**src/design/bpsp_ram.sv**
```systemverilog
// Generic single-port RAM with registered read.
module bpsp_ram #(
	parameter int WIDTH = 8,
	parameter int DEPTH = 16
) (
	input  logic                     clk,
	input  logic                     we,
	input  logic [$clog2(DEPTH)-1:0] addr,
	input  logic [WIDTH-1:0]         wdata,
	output logic [WIDTH-1:0]         rdata
);
	logic [WIDTH-1:0] mem [DEPTH];

	always_ff @(posedge clk) begin
		if (we) begin
			mem[addr] <= wdata;
		end
		rdata <= mem[addr];
	end
endmodule

```
**config.mk**
```make
export PLATFORM = sky130hd
export DESIGN_NAME = bpsp_ram
export DESIGN_NICKNAME = d
export VERILOG_FILES = /design/src/design/bpsp_ram.sv
export SDC_FILE = /design/constraint.sdc
export NUM_CORES = 1
export LEC_CHECK = 0
export BUFFER_PORTS_ARGS = -buffer_cell sky130_fd_sc_hd__clkbuf_2
export CORE_UTILIZATION = 60
export CTS_CLUSTER_SIZE = 25
export DETAILED_ROUTE_END_ITERATION = 10
export GPL_ROUTABILITY_DRIVEN = 1
export PLACE_DENSITY = 0.83
export SYNTH_ARGS = -nofsm -noshare
export SYNTH_HDL_FRONTEND = slang
export SYNTH_SLANG_ARGS = --single-unit
```
**constraint.sdc**
```tcl
create_clock -name clk -period 1.7 [get_ports clk]
set_input_delay 0 -clock clk [delete_from_list [all_inputs] [get_ports clk]]
set_output_delay 0 -clock clk [all_outputs]
set_load 0.03 [all_outputs]
```
=== Yosys cells after proc, flatten, opt, wreduce, memory -nomap -nowiden ===
Memories as Yosys holds them, arrays and structs flattened. A register that Yosys moved wholly into a read port is not among the register bits.
Index checks and enable logic that the tools add are counted.

* Bits in registers: 0
* Latch bits: 0
* Memory bits (writable): 128
* ROM bits: 0
* Input port bits: 14
* Logic and storage cells: 3
* Memories: 1

* Add/sub/neg operators: 0
* $mul: 0
* Divide/modulo/power cells: 0
* Magnitude comparators: 0
* Eq/ne operators: 0
* Shifts and indexed selects: 0
* Mux-type cells: 2
* Bitwise logic cells: 0
* Reduce and logical (&&, ||, !) cells: 0

{| class="wikitable"
|+ Memory list
! memory !! words !! width !! rd ports !! clocked after Yosys merged registers in !! write ports !! RTL line !! text
|-
| mem || 16 || 8 || 1 || 1 || 1 || 12 || <nowiki>logic [WIDTH-1:0] mem [DEPTH];</nowiki>
|}

{| class="wikitable"
|+ Operators with widths
! cell !! number
|-
| $mux 1 || 2
|}

=== Logic depth before layout (Yosys ltp) ===
* Depth after elaboration: 2
* Mapped depth: 5
* Mapped depth without buffers: 3

=== Least setup slack after synthesis ===
No wires, ideal clock.

* Kind: input port to flip-flop
* From: input addr[2]
* To: memory mem[0][0], enable pin
* Setup time: 0.383 ns
* Arrival: 1.110 ns
* Setup slack: 0.207 ns
* Stages on the path: 2
* Cells stage by stage: or3b_2 nor3_1

{| class="wikitable"
|+ RTL lines
! item !! RTL line !! text
|-
| from (decl) || 8 || <nowiki>input logic [$clog2(DEPTH)-1:0] addr,</nowiki>
|-
| to (decl) || 12 ||
|}

Straight into the memory's write port.

==> impl_metrics.ini <==
[synth]
synth_nets = 244
yosysMostFrequentCell = edfxtp_1
yosys-top-cells-area = edfxtp_1 (76%), mux4_2 (14%), dfxtp_1 (3.2%)
ys.flop_type = edfxtp_1
synthArstFlopShare_pct = 0
synth.distinct_cells = 18
synthCells = 230
synth-edff-count = 128
avgSynthCellArea_um2 = 22.03
synth_area_um2 = 5067
synth_common_cells = edfxtp_1 (128), mux4_2 (32), a22oi_1 (16)
synth_top_area_share_pct = 75.85
ys_seq_area_share_pct = 79.01
ys_seq_elements = 136
ys_warn_count = 0
yosysTopAreaCell = edfxtp_1

[clock_tree]
cts_setup_buffers = 0
clock_path_buffers = 2
htree_levels = 4
cts-root-buf = clkbuf_8
numClockSinks = 136
cts_tree = done
clock_latency_ns = 0.52
cts_buffers = 17
cts.clk_slew.worst_paths_ns = 0.06

[detailed_routing]
vias_per_cell = 6.145
first_iter_violations = 331
drc = 0
drt_wl_total_um = 10100
wl_per_cell_um = 24.76
ant_nets = 0
via_count = 2507
drt_pass1_iterations = 5

[grt]
grt_max_degree = 40
grtUsageMet2_pct = 42.64
grt-busiest-layer = met2
grt_usage_pct = 26.12
met3_usage_pct = 7.201
grt-ovfl-total = 0
antenna_found_initial = 0
grt_pass1_wl_um = 15170
grt_pass1_vias = 2591
grt.met1_usage_pct = 33.95

[sta]
fin_crit_sh_pct = 80.81
timing.setup.tns_ns = 0
fin_skew_ns = 0.01298
worst_slack_ns = 0.3262
setup_viol = 0
period_minus_slack_ns = 1.374
slew_headroom_pct = 54.03
max_freq_mhz = 727.9
tightest_slew_ns = 0.6870
slew_viol_final = 0
hold_violations = 0
rsz0062_at_grt = no
hold_ws_ns = 0.05095

[placement]
hpwl_um = 5924
dpl_cell_area_um2 = 5441
gp_congestion = 0.8196
port-buffer-count = 21
placed_cells = 368
pre_cts_ws_ns = 0.2860

[power_and_ir_drop]
power_switching_mw = 1.575
pwr-share-comb_pct = 5.2
clock_power_share_pct = 46.3
p_sw_share_pct = 20.20
ir_drop_uv = 686.9
seq_power_share_pct = 48.5
p_int_mw = 6.219
p_per_area_nw_per_um2 = 1274
leakage_nw = 2.068

[worst_setup_path]
max_stage_delay_ns = 0.49
rr_startpoint = mem[10][3]
cp.required_ns = 2.09
reg2regPathDepth = 3
cp-end-kind = flop
crit_arrival_ns = 1.77
critical_path_class = flop to flop
path_cells = mux4_2 > a22oi_1 > nand2_1
slowest_stage = mux4_2
cp_max_fo = 1
crit_path_start_kind = flop
cp-startpoint = mem[10][3]

[floorplan]
initial_core_util_pct = 61.98
die_width_um = 93.90
pin_count = 22
die_area_um2 = 8817
dieHeight_um = 93.90
num_rows = 33
core_um2 = 8175

[final_layout]
drive_above_1_share_pct = 35.64
area_growth_pct = 20.69
fin_area_um2 = 6116
finalNonFillerCells = 408
insertedDiodeCount = 0
fill_cells = 448
fin_nets = 304

[worst_hold_path]
hold_class = input port to flop
holdCritStartpoint = we
hold_depth = 3

[run]
drv_cap = 0

[outcome]
status = completed
cell families (layout without fill, tap and decap cells):
kind of cell / count (synthesis) / in the layout / share of synthesized area (%)
AO/OA/AOI/OAI: 16 / 16 / 2.370
buffers and inverters: 11 / 84 / 1.185
flip-flops: 136 / 136 / 79.01
multiplexers: 32 / 32 / 14.22
AND/OR/NAND/NOR: 35 / 35 / 3.210
area by class of cell:
cell class                      instances  area (um^2)  area share [%]
Clock buffer                           20        445.4           7.283
Multi-Input combinational cell         83         1003           16.41
Sequential cell                       136         4004           65.47
Clock inverter                         12        148.9           2.435
Tap cell                              105        131.4           2.148
Timing Repair Buffer                   52        382.9           6.260
flip-flops by register name (all words and copies together) (netlist names):
name and cells:
mem 128, rdata 8
power groups by stage:
stage | registers [mW] | clock network, mW | logic (mW)
6_report | 3.78 | 3.61 | 0.409
5_1_grt | 3.78 | 3.80 | 0.438
4_1_cts | 3.78 | 3.66 | 0.412
3_5_place_dp | 3.85 | 0 | 0.393
3_3_place_gp | 3.84 | 0 | 0.383
2_1_floorplan | 3.88 | 0 | 0.193
stage by stage:
step / power, mW / util [%]
after global routing: 8.022 / 74.81
after global placement: 4.224 / 66.56
after CTS: 7.847 / 74.81
after detailed placement: 4.240 / 66.56
final: 7.794 / 74.81
after floorplan: 4.073 / -
worst max-delay path, delay by kind of cell, from the launching register on:
family,cells,cell delay [ns]
mux,1,0.49
flops,1,0.41
compound gates,1,0.26
simple gates,1,0.10
metal layers:
layer | vias to the layer above | part of all wire, % | wire length [um]
met5 | - | 0 | 0
met1 | 1288 | 38 | 3884
met2 | 131 | 52 | 5279
met4 | 0 | 1.4 | 144
met3 | 11 | 7.9 | 794
li1 | 1077 | - | -
timing repair:
action / CTS / global route
endpoints found under the setup margin: 0 / 0
gates resized for setup: 0 / 0
hold buffers: 8 / 0
hold endpoints to repair: 128 / 0
layout by cell type (no fill, tap or decap), types with 2 or more instances in the layout:
cell and n:
dfxtp_1 8, nand3b_1 2, clkbuf_8 3, edfxtp_1 128, dlygate4sd3_1 8, clkinv_2 4
bufinv_16 3, nor2_1 13, clkbuf_2 21, nor2b_1 2, clkbuf_16 16, buf_4 21
nand2_1 9, buf_12 2, mux4_2 32, nand2b_1 2, a22oi_1 16, nor3_1 4
clkinvlp_4 4
final timing paths:
| kind | to | slack, ns |
|---|---|---|
| max reg2reg | rdata[3] | 0.33 |
| min reg2reg | rdata[1] | 0.67 |
| min | mem[14][2] | 0.05 |
| max | rdata[3] | 0.33 |
(Power assumes the default switching activity.)
