`src/design/bpsp_div.sv`:
```
// Restoring divider: quotient of a 33-bit numerator by a divisor, one bit a cycle.
module bpsp_div #(
	parameter int NB = 33,
	parameter int DB = 24
) (
	input  logic          clk,
	input  logic          arst_n,
	input  logic          start,
	input  logic [NB-1:0] num,
	input  logic [DB-1:0] den,
	output logic          done,
	output logic [NB-1:0] quot
);
	logic [NB-1:0] quot_q;
	logic [DB:0] rem_q;
	logic [DB-1:0] den_q;
	logic [$clog2(NB+1)-1:0] cnt_q;
	logic [DB:0] trial;

	assign trial = {rem_q[DB-1:0], quot_q[NB-1]};
	assign quot = quot_q;
	assign done = (cnt_q == '0);

	always_ff @(posedge clk or negedge arst_n) begin
		if (!arst_n) begin
			cnt_q <= '0;
		end else if (start) begin
			cnt_q <= ($clog2(NB+1))'(NB);
		end else if (cnt_q != '0) begin
			cnt_q <= cnt_q - 1'b1;
		end
	end

	always_ff @(posedge clk) begin
		if (start) begin
			quot_q <= num;
			rem_q <= '0;
			den_q <= den;
		end else if (cnt_q != '0) begin
			if (trial >= {1'b0, den_q}) begin
				rem_q <= trial - {1'b0, den_q};
				quot_q <= {quot_q[NB-2:0], 1'b1};
			end else begin
				rem_q <= trial;
				quot_q <= {quot_q[NB-2:0], 1'b0};
			end
		end
	end
endmodule

```
`config.mk`:
```
export PLATFORM = sky130hd
export DESIGN_NAME = bpsp_div
export DESIGN_NICKNAME = d
export VERILOG_FILES = /design/src/design/bpsp_div.sv
export SDC_FILE = /design/constraint.sdc
export NUM_CORES = 1
export LEC_CHECK = 0
export BUFFER_PORTS_ARGS = -buffer_cell sky130_fd_sc_hd__buf_2
export CAP_MARGIN = 20
export CORE_MARGIN = 8
export CORE_UTILIZATION = 25
export CTS_CLUSTER_SIZE = 40
export DETAILED_ROUTE_END_ITERATION = 10
export PLACE_DENSITY = 0.46
export SLEW_MARGIN = 5
export SYNTH_ARGS = -nofsm -noshare
export SYNTH_HDL_FRONTEND = slang
export SYNTH_SLANG_ARGS = --single-unit
```
`constraint.sdc`:
```
create_clock -name clk -period 6.9 [get_ports clk]
set_clock_uncertainty 0.05 [all_clocks]
set_input_delay 0.345 -clock clk [delete_from_list [all_inputs] [get_ports clk]]
set_output_delay 0.345 -clock clk [all_outputs]
set_load 0.05 [all_outputs]
```
[Yosys cells after proc, flatten, opt, wreduce, memory -nomap -nowiden]
Index checks and enable logic that the tools add are counted.
Operators by class
  mux-type cells: 6
  magnitude comparators: 1
  $add $sub $neg: 2
  reduce and logical (&&, ||, !) cells: 3
Operator list (number)
  two-way mux 33 bit: 2
  >= comparator 25 x 24 -> 1 bit: 1
  two-way mux 24 bit: 1
  subtractor 24 bit: 1
  two-way mux 6 bit: 2
  logical NOT 6 bit: 1
  nonzero test 6 bit: 1
  subtractor 6 x 1 -> 6 bit (second input constant): 1
  nonzero test 2 bit: 1
  two-way mux 1 bit: 1
Word-level totals
  bits of input ports: 60
  word-level logic and storage cells: 16
  flip-flop bits (word level): 87

[Depth between registers and ports, before layout]
Gate-level depths: netlist (run 1).
  word-level depth: 4
  depth in mapped cells: 13
  depth with buffers taken out: 11

[Worst setup path after synthesis (run 1)]
OpenSTA, ideal clock, no wires.
  kind: reg-to-reg
  start point: reg quot_q[32], in the netlist quot[32]
  end point: reg rem_q[22]
  period minus slack after synthesis: 2837 ps
  path buffers: 0
  data arrival time: 2696 ps
  data required time: 6759 ps
  cell stages (with the launch flop): 12
  slack: 4063 ps
  path through: edfxtp_1 -> inv_1 -> ha_1 -> fa_1 -> nor2b_1 -> o31a_1 -> o21ai_1 -> o211ai_1 -> a31oi_1 -> mux2i_1 -> o21ai_1 -> a311oi_1
Between the ends
  word-level cells in the longest chain between the ends: 2
  elaborated cells on any way between the ends: 3
RTL lines
  start: declaration: RTL line 14  | logic [NB-1:0] quot_q;
  start signal: assignment: RTL line 36  | quot_q <= num;
  start signal: assignment: RTL line 42  | quot_q <= {quot_q[NB-2:0], 1'b1};
  start signal: assignment: RTL line 45  | quot_q <= {quot_q[NB-2:0], 1'b0};
  subtractor 24 bit or >= comparator 25 x 24 -> 1 bit (tied branches): RTL line 41, 40
  two-way mux 24 bit *: RTL line 40  | if (trial >= {1'b0, den_q}) begin
  end signal: assignment: RTL line 41  | rem_q <= trial - {1'b0, den_q};
  end signal: assignment: RTL line 44  | rem_q <= trial;
  end: declaration: RTL line 15  | logic [DB:0] rem_q;
Every way passes the cells marked *; elsewhere a longest branch is shown, timed or not.
A chain may end at the register's enable or synchronous reset.

[Worst setup path in the final report (run 1)]
  start point: reg den_q[3]
  end point: reg rem_q[11]
Between the ends
  word-level cells in the longest chain between the ends: 2
  elaborated cells on any way between the ends: 3
RTL lines
  start: declaration: RTL line 16  | logic [DB-1:0] den_q;
  start signal: assignment: RTL line 38  | den_q <= den;
  subtractor 24 bit or >= comparator 25 x 24 -> 1 bit (tied branches): RTL line 41, 40
  two-way mux 24 bit *: RTL line 40
Marked as above.

==> reports/metrics.yaml, run 1 <==
hold_path:
  min_from: "den[19]"
  hold_class: "input port to flop"
  min_to: "den_q[19]$_DFFE_PP_"
  hold_depth: 1
placement:
  placed_cells: 781
  dp_hpwl_um: 8700
  dpl_cell_area_sq_um: 5610
  io_buffers: 93
  gp_congestion: 0.775
synthesis:
  synth_area_sq_um: 4890
  ys_warn_count: 0
  async_flop_share: 0.0690
  synth_cells: 440
  synth-seq-cells: 87
  yosysTopAreaCellShare: 0.350
  ys.flop_type: "edfxtp_1"
  synth_area_leader_cell: "edfxtp_1"
  synth.area.top_cells: "edfxtp_1 35%, dfxtp_1 9.8%, mux2_2 7.6%"
  ys_seq_area_frac: 0.479
  yosysMostFrequentCell: "edfxtp_1"
  synth_edf_count: 57
  syn-num-nets: 527
  synthTopCellsByCount: "57 x edfxtp_1, 33 x mux2_2, 33 x nor2_1"
  synth_cell_types: 56
  postSynthAreaPerCell_sq_um: 11.1
detailed_routing:
  drt_wl_total_um: 11800
  drt-pass1-iter-count: 4
  vias_per_cell: 4.47
  detailedRoute.firstIterationViolations: 120
  drc_errors: 0
  routedWlPerCell_um: 14.8
  num_vias: 3571
  ant_nets: 0
cells_and_area:
  layout.cells.non_filler: 798
  antenna_cells: 0
  fin_util: 0.306
  syn2layout_area_growth_pct: 20.8
  fillers: 2047
  fin_area_sq_um: 5910
  multi_input_area_sq_um: 2320
  ff_latch_area_sq_um: 2340
  nets: 615
  drive_gt1_frac: 0.291
global_route:
  gr-usage-met3: 0.0518
  grt_pass1_vias: 3895
  met2_usage: 0.160
  grt_pass1_wl_um: 19600
  antenna_found_initial: 0
  grt_max_degree: 52
  globalRoute.busiestLayer: "met2"
  grt_overflow: 0
  grt_usage: 0.102
  met1_usage: 0.117
worst_setup_path:
  rrSetupSlack_ps: 3330
  r2r-start: "den_q[3]$_DFFE_PP_"
  crit_type: "flop to flop"
  worstPathArrival_ps: 3730
  worst_setup_path_start_kind: "flop"
  ff2ff_path_depth: 11
  end_kind: "flop"
  timing.rr.end: "rem_q[11]$_SDFFE_PP0N_"
  crit_fanout: 17
  required_ps: 7060
clock_network:
  clk_pin_slew_ps: 70
  cts.sinks: 87
  tritoncts.num_buffers: 9
  cts_max_path_buffers: 2
  cts-resized-gates: 0
  post-cts-setup-buffer-count: 0
  cts_tree: "done"
  clk_latency_ps: 350
  ctsHtreeMaxLevel: 3
  cts-root-buf: "clkbuf_16"
run:
  cap_violations: 0
timing:
  clock.fmax_mhz: 280
  fin_crit_sh: 0.517
  maxSlewHeadroom: 0.193
  fin_crit_ps: 3570
  worst_slew_pin_slew_ps: 1210
  finalSetupViolations: 0
  setup_tns_ps: 0
  grt_setup_unrepaired: "no"
  finalMaxSlewViolations: 0
  hold_violations: 0
floorplanning:
  initial_core_util: 0.253
  coreArea_sq_um: 19300
  rows: 51
  dieArea_sq_um: 24300
  die_h_um: 156
  io_pins: 94
  die_x_um: 156
pwr:
  irDropWorstVdd_uv: 130
  power_density_nw_per_um2: 267
  leakagePower_uw: 0.00254
status:
  status: "completed"
-- cells by family (layout without fill, tap and decap cells) --
group / after synthesis / after routing / synth area share
AO/OA/AOI/OAI: 102 / 102 / 0.147
AND/OR/NAND/NOR: 97 / 97 / 0.0983
flip-flops: 87 / 87 / 0.479
multiplexers: 55 / 55 / 0.122
buffers and inverters: 52 / 145 / 0.0476
adder cells (fa/ha/maj): 27 / 27 / 0.0706
XOR/XNOR: 20 / 20 / 0.0358
-- power by group --
part | leakage (uW) | internal (uW) | switching, uW
combinational | 0.00154 | 167 | 273
clock | 0.000142 | 253 | 231
sequential | 0.000854 | 622 | 34.4
-- state kept, by name, summed over array words and instances (netlist names) --
signal / cells
den_q: 24
quot: 33
rem_q: 24
cnt_q: 6
-- routing by layer --
| layer | wire length, um | up-vias |
|---|---|---|
| met2 | 5260 | 103 |
| met4 | 146 | 0 |
| met5 | 0 | - |
| li1 | - | 1800 |
| met1 | 5320 | 1657 |
| met3 | 1090 | 11 |
-- area by class of cell --
type	count	area share
Timing Repair Buffer	98	0.0860
Clock buffer	9	0.0381
Inverter	31	0.0197
Tap cell	265	0.0561
Sequential cell	87	0.397
Clock inverter	7	0.0108
Multi-Input combinational cell	301	0.393
-- cells in the final DEF, fill, tap and decap left out, types with 19 or more instances in the layout --
cell type,instances
buf_2,92
edfxtp_1,57
nor2_1,33
mux2_2,33
inv_1,30
ha_1,26
dfxtp_1,24
a211oi_1,21
a21oi_1,21
mux2i_1,21
nand2_1,19
-- worst max path at each step --
stage                       startpoint                     end
global placement    den_q[5]$_DFFE_PP_  rem_q[13]$_SDFFE_PP0N_
global route        den_q[3]$_DFFE_PP_  rem_q[11]$_SDFFE_PP0N_
finish              den_q[3]$_DFFE_PP_  rem_q[11]$_SDFFE_PP0N_
detailed placement  den_q[5]$_DFFE_PP_  rem_q[11]$_SDFFE_PP0N_
floorplan           quot[32]$_DFFE_PP_  rem_q[22]$_SDFFE_PP0N_
CTS                 den_q[5]$_DFFE_PP_  rem_q[14]$_SDFFE_PP0N_
-- timing repair --
item / CTS / global route
hold buffers: 1 / 0
setup endpoints to repair: 0 / 0
hold endpoints to repair: 6 / 0
-- worst max-delay path, stage by stage, from the launching register on --
cell,delay (ps)
edfxtp_1,320
inv_1,40
ha_1,350
nand3_1,140
a21o_1,220
a31oi_4,190
a211oi_2,140
o31a_1,320
a22oi_2,960
buf_4,380
mux2i_1,230
a211oi_1,90
-- metrics by stage --
stage	hold slack [ps]	setup WS, ps	total power (uW)
floorplan	-0.591	4060	1010
global placement	125	3380	1110
detailed placement	130	3280	1110
CTS	98.3	3250	1610
global route	106	3090	1670
finish	115	3330	1580
No activity file was read; power rests on OpenSTA's default activity.
==> inputs of run 2 (changes only) <==
==> constraint.sdc (replaced) <==
create_clock -name clk -period 3.7 [get_ports clk]
set_clock_uncertainty 0.05 [all_clocks]
set_input_delay 0.185 -clock clk [delete_from_list [all_inputs] [get_ports clk]]
set_output_delay 0.185 -clock clk [all_outputs]
set_load 0.05 [all_outputs]
==> run 2 against run 1 <==
Critical path type unchanged. First-iteration DRC count increased by 19%. Routed wire length is 0.18% lower. Design area increased by 4.2%. Global-route usage is 0.096 points lower. Setup slack got worse by 2700 ps. Fmax up 15%. Cell count is 3.1% higher. Largest power group unchanged.
==> reports/metrics.yaml, run 2 (synthesis gave the netlist of run 1 again) <==
timing:
  finalSetupViolations: 0  # unchanged
  finalMaxSlewViolations: 0  # unchanged
  maxSlewHeadroom: 0.526  # was 0.193
  grt_setup_unrepaired: "no"  # unchanged
  worst_slew_pin_slew_ps: 711  # was 1210 ps
  hold_violations: 0  # unchanged
  fin_crit_ps: 3100  # was 3570 ps
  clock.fmax_mhz: 322  # was 280 MHz
  fin_crit_sh: 0.838  # was 0.517
  setup_tns_ps: 0  # unchanged
pwr:
  p_int_uw: 1950  # was 1040 uW
  leakagePower_uw: 0.00264  # was 0.00254 uW
  seqPwrFrac: 0.416  # was 0.415
  report.power.total_uw: 2950  # was 1580 uW
  p_comb_frac: 0.286  # was 0.278
  power.clock.fraction: 0.298  # was 0.306
  power_density_nw_per_um2: 478  # was 267 nW/um^2
  irDropWorstVdd_uv: 204  # was 130 uV
  p_sw_uw: 992  # was 538 uW
  switching_share: 0.337  # was 0.340
cells_and_area:
  largest_reg_flops: 33  # unchanged
  fillers: 1961  # was 2,047
  syn2layout_area_growth_pct: 25.9  # was 20.8%
  final_common_cell: "buf_2"  # unchanged
  nets: 640  # was 615
  layout_common_cells: "92 x buf_2, 57 x edfxtp_1, 33 x nor2_1, 33 x mux2_2, 30 x inv_1"  # unchanged
  antenna_cells: 0  # unchanged
  drive_gt1_frac: 0.276  # was 0.291
worst_setup_path:
  worst_setup_path_start_kind: "flop"  # unchanged
  crit_fanout: 19  # was 17
  crit_path_max_incr_delay_ps: 580  # was 960 ps
  path_buf_inv: 2  # unchanged
  crit_chain: "inv_1 -> ha_1 -> nand3_1 -> a21o_1 -> a31oi_4 -> a211oi_2 -> o31a_1 -> a22oi_2 -> buf_12 -> mux2i_1 -> a211oi_1"  # was inv_1 -> ha_1 -> nand3_1 -> a21o_1 -> a31oi_4 -> a211oi_2 -> o31a_1 -> a22oi_2 -> buf_4 -> mux2i_1 -> a211oi_1
  end_kind: "flop"  # unchanged
  crit_family: "compound AO/OA/AOI/OAI gates"  # unchanged
  crit_slowest_cell: "a22oi_2"  # unchanged
  worstPathArrival_ps: 3240  # was 3730 ps
  crit_type: "flop to flop"  # unchanged
  required_ps: 3840  # was 7060 ps
global_route:
  grt_max_degree: 57  # was 52
  grt_overflow: 0  # unchanged
  grt_usage: 0.101  # was 0.102
  grt_pass1_wl_um: 19600  # about the same
  antenna_found_initial: 0  # unchanged
  grt_pass1_vias: 3851  # was 3,895
hold_path:
  hold_class: "input port to flop"  # unchanged
detailed_routing:
  detailedRoute.firstIterationViolations: 143  # was 120
  ant_nets: 0  # unchanged
  drc_errors: 0  # unchanged
  wl_met2_um: 5270  # was 5260 um
  vias_per_cell: 4.41  # was 4.47
  drt_wl_total_um: 11800  # about the same
  drt-pass1-iter-count: 5  # was 4
  wl_met1_um: 5590  # was 5320 um
  num_vias: 3631  # was 3,571
  wl_met3_um: 826  # was 1090 um
  routedWlPerCell_um: 14.3  # was 14.8 um
  dr.max_layer_used: "met4"  # unchanged
clock_network:
  ctsHtreeMaxLevel: 3  # unchanged
  cts_max_path_buffers: 2  # unchanged
  cts.sinks: 87  # unchanged
  cts-root-buf: "clkbuf_16"  # unchanged
  clk_pin_slew_ps: 70  # about the same
  tritoncts.num_buffers: 9  # unchanged
  cts_tree: "done"  # unchanged
  clk_latency_ps: 350  # about the same
floorplanning:
  dieArea_sq_um: 24300  # unchanged
  rows: 51  # unchanged
  initial_core_util: 0.253  # unchanged
  die_x_um: 156  # unchanged
  coreArea_sq_um: 19300  # unchanged
  io_pins: 94  # unchanged
  die_h_um: 156  # unchanged
placement:
  io_buffers: 93  # unchanged
  dp_hpwl_um: 8630  # was 8700 um
  gp_congestion: 0.748  # was 0.775
status:
  status: "completed"  # unchanged
run:
  cap_violations: 0  # unchanged
-- run 2: cell types whose count changed in the layout (fill, tap and decap cells not counted), sizes merged --
cell / previous run / this run
dlygate4sd3: 1 / 25
inv: 34 / 33
clkinvlp: 1 / 0
buf: 97 / 98
clkinv: 3 / 5
-- run 2: power by group through the flow --
stage | Sequential (uW) | Clock [uW] | Combinational, uW
2_1_floorplan | 1400 | 0 | 479
3_3_place_gp | 1240 | 0 | 825
3_5_place_dp | 1250 | 0 | 829
4_1_cts | 1230 | 910 | 854
5_1_grt | 1240 | 942 | 927
6_report | 1230 | 877 | 842
-- run 2: layer usage --
metal | GRT usage | vias to the layer above
met5 | 0 | -
met4 | 0.0319 | 0
met3 | 0.0438 | 10
met2 | 0.157 | 83
met1 | 0.124 | 1686
li1 | - | 1852
-- run 2: timing repair --
action,CTS,global route
hold buffers,25,0
buffers inserted,0,0
resized for setup,0,0
endpoints found under the hold margin,30,0
-- run 2: path summary, 6_finish.rpt --
kind | to | cells after the start | slack (ps) | from
worst max-delay path | rem_q[15]$_SDFFE_PP0N_ | 11 | 600 | den_q[3]$_DFFE_PP_
worst min-delay path | quot[1]$_DFFE_PP_ | 2 | 80 | num[1]
worst max register to register | rem_q[15]$_SDFFE_PP0N_ | 11 | 600 | den_q[3]$_DFFE_PP_
worst min register to register | rem_q[8]$_SDFFE_PP0N_ | 2 | 470 | rem_q[8]$_SDFFE_PP0N_
max in group asynchronous | cnt_q[2]$_DFFE_PN0P_ | 2 | 3310 | arst_n
min in group asynchronous | cnt_q[0]$_DFFE_PN0P_ | 2 | 150 | arst_n
-- run 2: area by class of cell --
cell class,instances,area [sq um],share of cell area
repair buffers,123,768,0.125
inverters,31,116,0.0189
well taps,265,332,0.0539
flip-flops and latches,87,2340,0.380
clock buffers,9,225,0.0366
multi-input cells,301,2320,0.377
clock inverters,7,53.8,0.00874
-- run 2: worst register-to-register path: stages, from the launching register on --
cell and delay, ps:
edfxtp_1 330, inv_1 50, ha_1 360, nand3_1 130, a21o_1 220, a31oi_4 190, a211oi_2 140, o31a_1 320
a22oi_2 580, buf_12 270, mux2i_1 220, a211oi_1 90
-- run 2: through the flow --
step	hold WS, ps	util	area, sq um	setup WS, ps	std cells
6_report	81.2	0.318	6160	598	823
5_1_grt	73.8	0.318	6160	399	823
4_1_cts	65.9	0.318	6160	559	823
3_5_place_dp	-29.1	0.291	5630	574	782
3_3_place_gp	-34.5	0.291	5630	633	782
2_1_floorplan	-161	-	4890	863	440
